===== src/rtl/rrd_pkg.sv =====
// shared types and constants for the response record deframer
`default_nettype none

package rrd_pkg;

    localparam int ByteW     = 8;
    localparam int LenW      = 16;
    localparam int PosW      = 17;
    localparam int StatusW   = 32;
    localparam int HdrIdxW   = 3;
    localparam int OutDataW  = 48;

    localparam logic [ByteW-1:0] TYPE_END_REQUEST = 8'd3;
    localparam logic [ByteW-1:0] TYPE_STDOUT      = 8'd6;
    localparam logic [ByteW-1:0] TYPE_STDERR      = 8'd7;

    localparam logic [HdrIdxW-1:0] HDR_TYPE     = 3'd1;
    localparam logic [HdrIdxW-1:0] HDR_LEN_HI   = 3'd4;
    localparam logic [HdrIdxW-1:0] HDR_LEN_LO   = 3'd5;
    localparam logic [HdrIdxW-1:0] HDR_PAD      = 3'd6;
    localparam logic [HdrIdxW-1:0] HDR_RESERVED = 3'd7;

    localparam logic [PosW-1:0] STATUS_BYTES = 17'd4;
    localparam logic [LenW-1:0] END_BODY_MIN = 16'd8;

    typedef enum logic [1:0] {
        KIND_STDOUT = 2'd0,
        KIND_STDERR = 2'd1,
        KIND_ENDED  = 2'd2
    } kind_t;

    typedef struct packed {
        kind_t              kind;
        logic [ByteW-1:0]   out_byte;
        logic               last_in_record;
        logic [StatusW-1:0] app_status;
        logic [ByteW-1:0]   protocol_status;
    } result_t;

endpackage

`default_nettype wire


===== src/rtl/rrd_parser.sv =====
// record header collection, body counting and result formation
`default_nettype none

module rrd_parser (
    input  wire logic                  clk,
    input  wire logic                  rst_n,
    input  wire logic                  step,
    input  wire logic [7:0]            in_byte,
    output logic                       res_valid,
    output rrd_pkg::result_t           res
);
    import rrd_pkg::*;

    logic                in_body_reg, in_body_next;
    logic [HdrIdxW-1:0]  hdr_idx_reg, hdr_idx_next;
    logic [ByteW-1:0]    rec_type_reg, rec_type_next;
    logic [LenW-1:0]     content_len_reg, content_len_next;
    logic [ByteW-1:0]    pad_len_reg, pad_len_next;
    logic [PosW-1:0]     body_pos_reg, body_pos_next;
    logic [StatusW-1:0]  status_reg, status_next;
    logic [ByteW-1:0]    proto_reg, proto_next;

    logic [PosW-1:0]     pos_inc;
    logic [PosW-1:0]     total;
    logic [PosW-1:0]     content_ext;
    logic                is_content;
    logic                body_done;

    assign content_ext = {1'b0, content_len_reg};
    assign total       = content_ext + {{(PosW-ByteW){1'b0}}, pad_len_reg};
    assign pos_inc     = body_pos_reg + 1'b1;
    assign is_content  = body_pos_reg < content_ext;
    assign body_done   = pos_inc >= total;

    always_comb
    begin
        in_body_next     = in_body_reg;
        hdr_idx_next     = hdr_idx_reg;
        rec_type_next    = rec_type_reg;
        content_len_next = content_len_reg;
        pad_len_next     = pad_len_reg;
        body_pos_next    = body_pos_reg;
        status_next      = status_reg;
        proto_next       = proto_reg;
        if (step)
        begin
            if (!in_body_reg)
            begin
                unique case (hdr_idx_reg)
                    HDR_TYPE:   rec_type_next = in_byte;
                    HDR_LEN_HI: content_len_next = {in_byte, content_len_reg[7:0]};
                    HDR_LEN_LO: content_len_next = {content_len_reg[15:8], in_byte};
                    HDR_PAD:    pad_len_next = in_byte;
                    default:    ;
                endcase
                if (hdr_idx_reg == HDR_RESERVED)
                begin
                    hdr_idx_next  = '0;
                    body_pos_next = '0;
                    status_next   = '0;
                    proto_next    = '0;
                    in_body_next  = (total != '0);
                end
                else
                begin
                    hdr_idx_next = hdr_idx_reg + 1'b1;
                end
            end
            else
            begin
                if (is_content && rec_type_reg == TYPE_END_REQUEST)
                begin
                    if (body_pos_reg < STATUS_BYTES)
                        status_next = {status_reg[StatusW-ByteW-1:0], in_byte};
                    else if (body_pos_reg == STATUS_BYTES)
                        proto_next = in_byte;
                end
                body_pos_next = pos_inc;
                if (body_done)
                    in_body_next = 1'b0;
            end
        end
    end

    always_comb
    begin
        res_valid = 1'b0;
        res       = '0;
        if (step && in_body_reg)
        begin
            if (is_content && (rec_type_reg == TYPE_STDOUT || rec_type_reg == TYPE_STDERR))
            begin
                res_valid          = 1'b1;
                res.kind           = (rec_type_reg == TYPE_STDOUT) ? KIND_STDOUT : KIND_STDERR;
                res.out_byte       = in_byte;
                res.last_in_record = (pos_inc == content_ext);
            end
            else if (body_done && rec_type_reg == TYPE_END_REQUEST
                     && content_len_reg >= END_BODY_MIN)
            begin
                res_valid           = 1'b1;
                res.kind            = KIND_ENDED;
                res.app_status      = status_reg;
                res.protocol_status = proto_reg;
            end
        end
    end

    always_ff @(posedge clk or negedge rst_n)
    begin
        if (!rst_n)
        begin
            in_body_reg     <= 1'b0;
            hdr_idx_reg     <= '0;
            rec_type_reg    <= '0;
            content_len_reg <= '0;
            pad_len_reg     <= '0;
            body_pos_reg    <= '0;
            status_reg      <= '0;
            proto_reg       <= '0;
        end
        else
        begin
            in_body_reg     <= in_body_next;
            hdr_idx_reg     <= hdr_idx_next;
            rec_type_reg    <= rec_type_next;
            content_len_reg <= content_len_next;
            pad_len_reg     <= pad_len_next;
            body_pos_reg    <= body_pos_next;
            status_reg      <= status_next;
            proto_reg       <= proto_next;
        end
    end

endmodule

`default_nettype wire


===== src/rtl/rrd_out_buf.sv =====
// result register with skid stage
`default_nettype none

module rrd_out_buf (
    input  wire logic                  clk,
    input  wire logic                  rst_n,
    input  wire logic                  res_valid,
    input  wire rrd_pkg::result_t      res,
    output logic                       room,
    output logic                       out_valid,
    output rrd_pkg::result_t           out_res,
    input  wire logic                  out_ready
);
    import rrd_pkg::*;

    logic    out_valid_reg, out_valid_next;
    logic    skid_valid_reg, skid_valid_next;
    result_t out_reg, out_next;
    result_t skid_reg, skid_next;
    logic    take;

    assign take      = out_valid_reg && out_ready;
    assign room      = !skid_valid_reg;
    assign out_valid = out_valid_reg;
    assign out_res   = out_reg;

    always_comb
    begin
        out_valid_next  = out_valid_reg;
        skid_valid_next = skid_valid_reg;
        out_next        = out_reg;
        skid_next       = skid_reg;
        if (skid_valid_reg)
        begin
            if (take)
            begin
                out_next        = skid_reg;
                skid_valid_next = 1'b0;
            end
        end
        else if (res_valid)
        begin
            if (!out_valid_reg || take)
            begin
                out_next       = res;
                out_valid_next = 1'b1;
            end
            else
            begin
                skid_next       = res;
                skid_valid_next = 1'b1;
            end
        end
        else if (take)
        begin
            out_valid_next = 1'b0;
        end
    end

    always_ff @(posedge clk or negedge rst_n)
    begin
        if (!rst_n)
        begin
            out_valid_reg  <= 1'b0;
            skid_valid_reg <= 1'b0;
        end
        else
        begin
            out_valid_reg  <= out_valid_next;
            skid_valid_reg <= skid_valid_next;
        end
    end

    always_ff @(posedge clk)
    begin
        out_reg  <= out_next;
        skid_reg <= skid_next;
    end

endmodule

`default_nettype wire


===== src/rtl/response_record_deframer.sv =====
// top level of the response record deframer
//
// takes the response byte stream on the s_axis group, one byte per item,
// and gives content bytes and request-ended items on the m_axis group
// tuser carries the kind (stdout byte, stderr byte, request ended),
// tlast marks the last content byte of a record
// each input byte is held in an input register, parsed against the record
// state once the skid stage is empty, and the result lands in an output register
// m_axis_tvalid comes from the output register, not from the parser directly
// throughput: one byte per cycle while the skid stage is empty
// header, padding and ignored record bytes are consumed without output
// reset clears the record state and all three valid flags; the first byte
// after reset is taken as the first header byte
// when the receiver stalls, one extra result is caught in a skid stage;
// s_axis_tready then falls while a byte waits in the input register, and comes from registers only
`default_nettype none

module response_record_deframer (
    input  wire logic                          clk,
    input  wire logic                          rst_n,
    input  wire logic                          s_axis_tvalid,
    output logic                               s_axis_tready,
    input  wire logic [7:0]                    s_axis_tdata,   // in_byte
    output logic                               m_axis_tvalid,
    input  wire logic                          m_axis_tready,
    output logic [rrd_pkg::OutDataW-1:0]       m_axis_tdata,   // out_byte, app_status, protocol_status
    output logic [1:0]                         m_axis_tuser,   // kind
    output logic                               m_axis_tlast    // last_in_record
);
    import rrd_pkg::*;

    logic             in_valid_reg;
    logic [ByteW-1:0] in_byte_reg;
    logic             room;
    logic             step;
    logic             res_valid;
    result_t          res;
    result_t          out_res;

    assign step          = in_valid_reg && room;
    assign s_axis_tready = !in_valid_reg || room;

    always_ff @(posedge clk or negedge rst_n)
    begin
        if (!rst_n)
            in_valid_reg <= 1'b0;
        else if (s_axis_tready)
            in_valid_reg <= s_axis_tvalid;
    end

    always_ff @(posedge clk)
    begin
        if (s_axis_tready && s_axis_tvalid)
            in_byte_reg <= s_axis_tdata;
    end

    rrd_parser u_parser (
        .clk       (clk),
        .rst_n     (rst_n),
        .step      (step),
        .in_byte   (in_byte_reg),
        .res_valid (res_valid),
        .res       (res)
    );

    rrd_out_buf u_out_buf (
        .clk       (clk),
        .rst_n     (rst_n),
        .res_valid (res_valid),
        .res       (res),
        .room      (room),
        .out_valid (m_axis_tvalid),
        .out_res   (out_res),
        .out_ready (m_axis_tready)
    );

    assign m_axis_tdata = {out_res.protocol_status, out_res.app_status, out_res.out_byte};
    assign m_axis_tuser = out_res.kind;
    assign m_axis_tlast = out_res.last_in_record;

endmodule

`default_nettype wire

===== config.mk =====
export PLATFORM = sky130hd
export DESIGN_NAME = response_record_deframer
export DESIGN_NICKNAME = d
export VERILOG_FILES = /design/src/rtl/rrd_pkg.sv /design/src/rtl/rrd_parser.sv /design/src/rtl/rrd_out_buf.sv /design/src/rtl/response_record_deframer.sv
export SDC_FILE = /design/constraint.sdc
export NUM_CORES = 1
export LEC_CHECK = 0
export ABC_CLOCK_PERIOD_IN_PS = 7800
export BUFFER_PORTS_ARGS = -buffer_cell sky130_fd_sc_hd__buf_4
export CORE_UTILIZATION = 55
export CTS_CLUSTER_DIAMETER = 120
export DETAILED_ROUTE_END_ITERATION = 10
export PLACE_DENSITY = 0.73
export SYNTH_ARGS = -nofsm -noshare
export SYNTH_HDL_FRONTEND = slang
export SYNTH_SLANG_ARGS = --single-unit

===== constraint.sdc =====
create_clock -name clk -period 7.8 [get_ports clk]
set_clock_uncertainty 0.2 [all_clocks]
set_input_delay 0.78 -clock clk [delete_from_list [all_inputs] [get_ports clk]]
set_output_delay 0.78 -clock clk [all_outputs]
set_load 0.02 [all_outputs]

==> results of run 1 <==
-- final timing paths --
check	startpoint	endpoint	depth (start not counted)	slack [ps]
setup reg to reg	u_parser.content_len_reg[0]	u_out_buf.skid_reg[1]	17	2700
setup / recovery	u_parser.content_len_reg[0]	u_out_buf.skid_reg[1]	17	2700
hold reg to reg	u_parser.rec_type_reg[6]	u_parser.rec_type_reg[6]	1	300
min in group clk	s_axis_tdata[1]	in_byte_reg[1]	1	230
hold / removal	rst_n	u_parser.body_pos_reg[0]	1	90
max in group asynchronous	rst_n	u_parser.status_reg[28]	2	6170
-- layout make-up --
class | instances | area, um^2
fillers | 1475 | 6680
clock buffers | 30 | 632
multi-input cells | 610 | 4430
clock inverters | 12 | 205
flip-flops and latches | 206 | 5710
inverters | 33 | 124
well taps | 234 | 293
repair buffers | 77 | 578
-- power breakdown --
group / leakage [uW] / switching, uW / internal, uW
sequential: 0.00220 / 191 / 1290
combinational: 0.00263 / 613 / 467
clock: 0.000410 / 431 / 742
total: 0.00524 / 1240 / 2500
-- layout by cell type (no fill, tap or decap), types with 24 or more instances in the layout --
cell type	n
and3_1	37
xnor2_1	26
nand3_1	30
dfrtp_1	96
a32oi_1	24
inv_1	31
mux2_2	33
ha_1	48
and2_1	42
nand2_1	103
buf_4	77
edfxtp_1	110
nor2_1	33
a22o_1	46
-- kinds of logic (layout without fill, tap and decap cells) --
family                   count (synthesis)  in the layout  share of synthesized area, %
AND/OR/NAND/NOR                        303            303                          15.2
adder cells (fa/ha/maj)                 49             49                          5.93
buffers and inverters                   88            152                          3.30
multiplexers                            33             33                          3.55
AO/OA/AOI/OAI                          186            186                          13.9
flip-flops                             206            206                          54.5
XOR/XNOR                                39             39                          3.53
-- through the flow --
step	instance area, um^2	instances
final	12000	1202
after global routing	12000	1202
after CTS	12000	1202
after detailed placement	11100	1160
after global placement	11100	1160
after floorplan	10500	904
-- routing by layer --
metal	vias up	wire length (um)	global-route usage [%]
met2	225	11300	40.8
met4	0	763	9.14
met1	3596	10500	33.6
met3	52	1060	2.97
met5	-	0	0
li1	3486	-	-
==> flow_metrics.env, run 1 <==
export IMPL_status="complete, no violations"
export IMPL_start_util_pct=56.1
export IMPL_relSlewSlack_pct=36.8
export IMPL_grt_pass1_vias=6858
export IMPL_wl_mm=23.6
export IMPL_period_minus_slack_ps=5100
export IMPL_p_total_uw=3740
export IMPL_synth_cell_types=63
export IMPL_crit_required_ps=7810
export IMPL_synth_common_cells="edfxtp_1 (110), nand2_1 (103), dfrtp_1 (96)"
export IMPL_vdd_drop_max_uv=231
export IMPL_slowest_stage="o211a_2"
export IMPL_clock_root_buffer="clkbuf_16"
export IMPL_yosys_top_cells_area="edfxtp_1 (32%), dfrtp_1 (23%), ha_1 (5.7%)"
export IMPL_clk_latency_ps=520
export IMPL_synthFlopType="edfxtp_1"
export IMPL_hold_violations=0
export IMPL_path_clk_slew_ps=60
export IMPL_drc=0
export IMPL_power_density_nw_per_um2=312
export IMPL_crit_family="compound AO/OA/AOI/OAI gates"
export IMPL_cts_buffers=23
export IMPL_netlist_area_um2=10500
export IMPL_fin_hold_ws_ps=85.3
export IMPL_synth_top_cell_area_share_pct=31.6
export IMPL_period_share_pct=65.4
export IMPL_cts_path_max_buffers=3
export IMPL_crit_top_cell="a21o_1"
export IMPL_hold_buffers=0
export IMPL_finalSetupTns_ps=0
export IMPL_ys_ff_latch=206
export IMPL_finalSetupViolations=0
export IMPL_antenna_found_initial=0
export IMPL_gr_total_overflow=0
export IMPL_syn_area_per_cell_um2=11.6
export IMPL_tritoncts="yes"
export IMPL_place_congestion=0.891
export IMPL_post_cts_buffers=0
export IMPL_grt_max_degree=83
export IMPL_cp_slowest_stage_delay_ps=690
export IMPL_drive_gt1_share_pct=16.4
export IMPL_cts_sinks=206
export IMPL_routedWlPerCell_um=19.6
export IMPL_crit_chain="ha_1, fa_1, a21oi_1, o211a_1, a21oi_1, and3_1, xnor2_1, ha_1, a21o_1, a21o_1, a21o_1, o21ai_0, o22ai_1, nand3_1, inv_2, o211a_2, buf_4"
export IMPL_synth_enable_flop_cells=110
export IMPL_slew_violations=0
export IMPL_port_buffers=64
export IMPL_rows=50
export IMPL_vias=7359
export IMPL_critPathKind="register to register"
export IMPL_syn_inst=904
export IMPL_drt_iter0_drc=545
export IMPL_dieHeight_um=140
export IMPL_worstSetupStartpointType="register"
export IMPL_core_area_um2=18600
export IMPL_maxCapViolCount=0
export IMPL_syn_nets=965
export IMPL_fmax_mhz=196
export IMPL_antenna_cells_inserted=0
export IMPL_vias_per_cell=6.12
export IMPL_die_w_um=140
export IMPL_rsz0062_at_grt="no"
export IMPL_fin_nets=1012
export IMPL_end_kind="register"
export IMPL_detail_route_antenna_nets=0
export IMPL_p_leak_uw=0.00524
export IMPL_async_flop_share_pct=46.6
export IMPL_worst_slack_ps=2700
export IMPL_worst_pin_slew_ps=949
export IMPL_dp_hpwl_mm=16.0
export IMPL_h_tree_depth=1
export IMPL_cts_repair_resized=0
export IMPL_synthToLayoutAreaGrowth_pct=14.4
export IMPL_grt_usage_pct=24.7
export IMPL_post_route_util_pct=64.2
export IMPL_io_pins=65
export IMPL_pre_cts_slack_ps=2750
export IMPL_cp_num_buf_inv=2
export IMPL_synth_seq_area_share_pct=54.5
export IMPL_path_max_fanout=27
export IMPL_min_path_type="input port to asynchronous set/reset pin"
export IMPL_die_area_um2=19600
export IMPL_grt_first_pass_wirelength_mm=37.6
export IMPL_yosysMostFrequentCell="edfxtp_1"
export IMPL_yosys_warnings=0
export IMPL_yosys_area_top_type="edfxtp_1"
export IMPL_critPathArrivalTime_ps=5110
export IMPL_first_pass_iters=5
Note: power is estimated with default switching activity, not from simulation.
==> inputs of run 2 (changes only) <==
--- a/config.mk
+++ b/config.mk
@@ -5,12 +5,12 @@
 export SDC_FILE = /design/constraint.sdc
 export NUM_CORES = 1
 export LEC_CHECK = 0
-export ABC_CLOCK_PERIOD_IN_PS = 7800
+export ABC_CLOCK_PERIOD_IN_PS = 4180
 export BUFFER_PORTS_ARGS = -buffer_cell sky130_fd_sc_hd__buf_4
 export CORE_UTILIZATION = 55
 export CTS_CLUSTER_DIAMETER = 120
 export DETAILED_ROUTE_END_ITERATION = 10
-export PLACE_DENSITY = 0.73
+export PLACE_DENSITY = 0.76
 export SYNTH_ARGS = -nofsm -noshare
 export SYNTH_HDL_FRONTEND = slang
 export SYNTH_SLANG_ARGS = --single-unit
==> constraint.sdc (replaced) <==
create_clock -name clk -period 4.18 [get_ports clk]
set_clock_uncertainty 0.2 [all_clocks]
set_input_delay 0.418 -clock clk [delete_from_list [all_inputs] [get_ports clk]]
set_output_delay 0.418 -clock clk [all_outputs]
set_load 0.02 [all_outputs]
==> flow_metrics.env, run 2 (synthesis gave the netlist of run 1 again) <==
export IMPL_vias=7452
export IMPL_hold_depth=1
export IMPL_crit_cells=17
export IMPL_path_clk_slew_ps=60
export IMPL_slowest_stage="fa_2"
export IMPL_finalSetupViolations=0
export IMPL_antenna_found_initial=0
export IMPL_fin_nets=1045
export IMPL_rows=50
export IMPL_io_pins=65
export IMPL_endpoint="u_out_buf.out_res[4]"
export IMPL_detail_route_antenna_nets=0
export IMPL_p_total_uw=6900
export IMPL_critPathKind="register to register"
export IMPL_dieHeight_um=140
export IMPL_die_w_um=140
export IMPL_first_pass_iters=5
export IMPL_fin_hold_ws_ps=309
export IMPL_n_fill_cell=1399
export IMPL_period_share_pct=99.4
export IMPL_cts_sinks=206
export IMPL_maxCapViolCount=0
export IMPL_post_route_util_pct=65.8
export IMPL_grt_usage_pct=25.0
export IMPL_antenna_cells_inserted=0
export IMPL_relSlewSlack_pct=32.6
export IMPL_min_path_type="register to register"
export IMPL_cp_num_buf_inv=2
export IMPL_cp_slowest_stage_delay_ps=410
export IMPL_h_tree_depth=1
export IMPL_end_kind="register"
export IMPL_crit_top_cell="a21o_1"
export IMPL_synthToLayoutAreaGrowth_pct=17.3
export IMPL_fmax_mhz=241
export IMPL_r2r_cells=17
export IMPL_slew_violations=0
export IMPL_cts_path_max_buffers=3
export IMPL_hold_violations=0
export IMPL_clk_latency_ps=510
export IMPL_place_congestion=0.907
export IMPL_drc=0
export IMPL_finalSetupTns_ps=0
export IMPL_p_leak_uw=0.00536
export IMPL_gr_total_overflow=0
export IMPL_drt_iter0_drc=621
export IMPL_drive_gt1_share_pct=19.0
export IMPL_crit_required_ps=4190
export IMPL_r2r_start="u_parser.content_len_reg[0]"
export IMPL_cp_startpoint="u_parser.content_len_reg[0]"
export IMPL_start_util_pct=56.1
export IMPL_dp_hpwl_mm=15.9
export IMPL_power_density_nw_per_um2=562
export IMPL_status="complete, no violations"
export IMPL_path_max_fanout=22
export IMPL_grt_first_pass_wirelength_mm=39.0
export IMPL_final_common_cell="edfxtp_1"
export IMPL_period_minus_slack_ps=4150
export IMPL_clock_root_buffer="clkbuf_16"
export IMPL_routedWlPerCell_um=19.6
export IMPL_cts_buffers=22
export IMPL_crit_family="compound AO/OA/AOI/OAI gates"
export IMPL_wl_mm=24.2
export IMPL_grt_pass1_vias=7360
export IMPL_worstSetupStartpointType="register"
export IMPL_vdd_drop_max_uv=481
export IMPL_critPathArrivalTime_ps=4170
export IMPL_tritoncts="yes"
export IMPL_rrSetupSlack_ps=30
export IMPL_core_area_um2=18600
export IMPL_crit_chain="ha_2, fa_2, a21oi_2, o211a_1, a21oi_4, and3_4, xnor2_1, ha_1, a21o_1, a21o_1, a21o_1, o21ai_1, o22ai_1, nand3_2, a32oi_4, buf_12, buf_12"
export IMPL_die_area_um2=19600
export IMPL_layout_common_cells="edfxtp_1 (110), nand2_1 (103), dfrtp_1 (96), buf_4 (94)"
export IMPL_vias_per_cell=6.04
export IMPL_worst_pin_slew_ps=1010
export IMPL_r2r_end="u_out_buf.out_res[4]"
export IMPL_grt_max_degree=83
export IMPL_port_buffers=64
## run 2: cell types whose count changed in the layout (fill, tap and decap cells not counted), moves of 3 or more
cell	delta
buf_12	+4
buf_4	+17
clkinvlp_4	+3
dlygate4sd3_1	+11
## run 2: layout make-up
type | count | area [um^2] | share of cell area [%]
inverter | 33 | 124 | 1.01
multi-input combinational | 610 | 4470 | 36.4
sequential | 206 | 5710 | 46.5
timing repair buffer | 111 | 932 | 7.60
tap | 234 | 293 | 2.39
clock inverter | 15 | 174 | 1.42
clock buffer | 25 | 572 | 4.66
## run 2: report_power, final
part	internal, uW	switching, uW	total (uW)
clock network	1180	803	1980
logic	973	1230	2200
registers	2410	302	2720
total	4570	2330	6900
## run 2: how the worst min path moves through the flow
stage,startpoint,end,slack (ps)
2_1_floorplan,rst_n,in_valid_reg,-80
3_3_place_gp,u_parser.rec_type_reg[5],u_parser.rec_type_reg[5],280
3_5_place_dp,u_parser.rec_type_reg[6],u_parser.rec_type_reg[6],290
4_1_cts,u_parser.rec_type_reg[6],u_parser.rec_type_reg[6],300
5_1_grt,u_parser.rec_type_reg[3],u_parser.rec_type_reg[3],310
6_report,u_parser.rec_type_reg[5],u_parser.rec_type_reg[5],310
## run 2: layer usage
layer	up-vias	wire length [um]	GRT usage [%]
met5	-	0	0
met4	0	608	7.63
met3	42	891	2.74
met2	187	12000	43.4
met1	3694	10700	33.1
li1	3529	-	-
## run 2: stage by stage
step / area, um^2 / std cells / setup WS (ps)
floorplan: 10500 / 904 / -174
finish: 12300 / 1234 / 25.5
detailed placement: 11300 / 1179 / 65.6
CTS: 12200 / 1230 / 64.6
global route: 12300 / 1234 / -27.0
global placement: 11300 / 1179 / 183
## run 2: what timing repair did
item,in CTS,in global routing
hold buffers,11,0
setup endpoints to repair,0,174
resized for setup,0,3
buffers inserted,0,2
hold endpoints to repair,85,0
## run 2: worst register-to-register path, stage by stage, from the launching register on
cell	delay [ps]
dfrtp_1	400
ha_2	200
fa_2	410
a21oi_2	200
o211a_1	210
a21oi_4	90
and3_4	180
xnor2_1	120
ha_1	300
a21o_1	110
a21o_1	110
a21o_1	150
o21ai_1	90
o22ai_1	260
nand3_2	190
a32oi_4	300
buf_12	160
buf_12	160
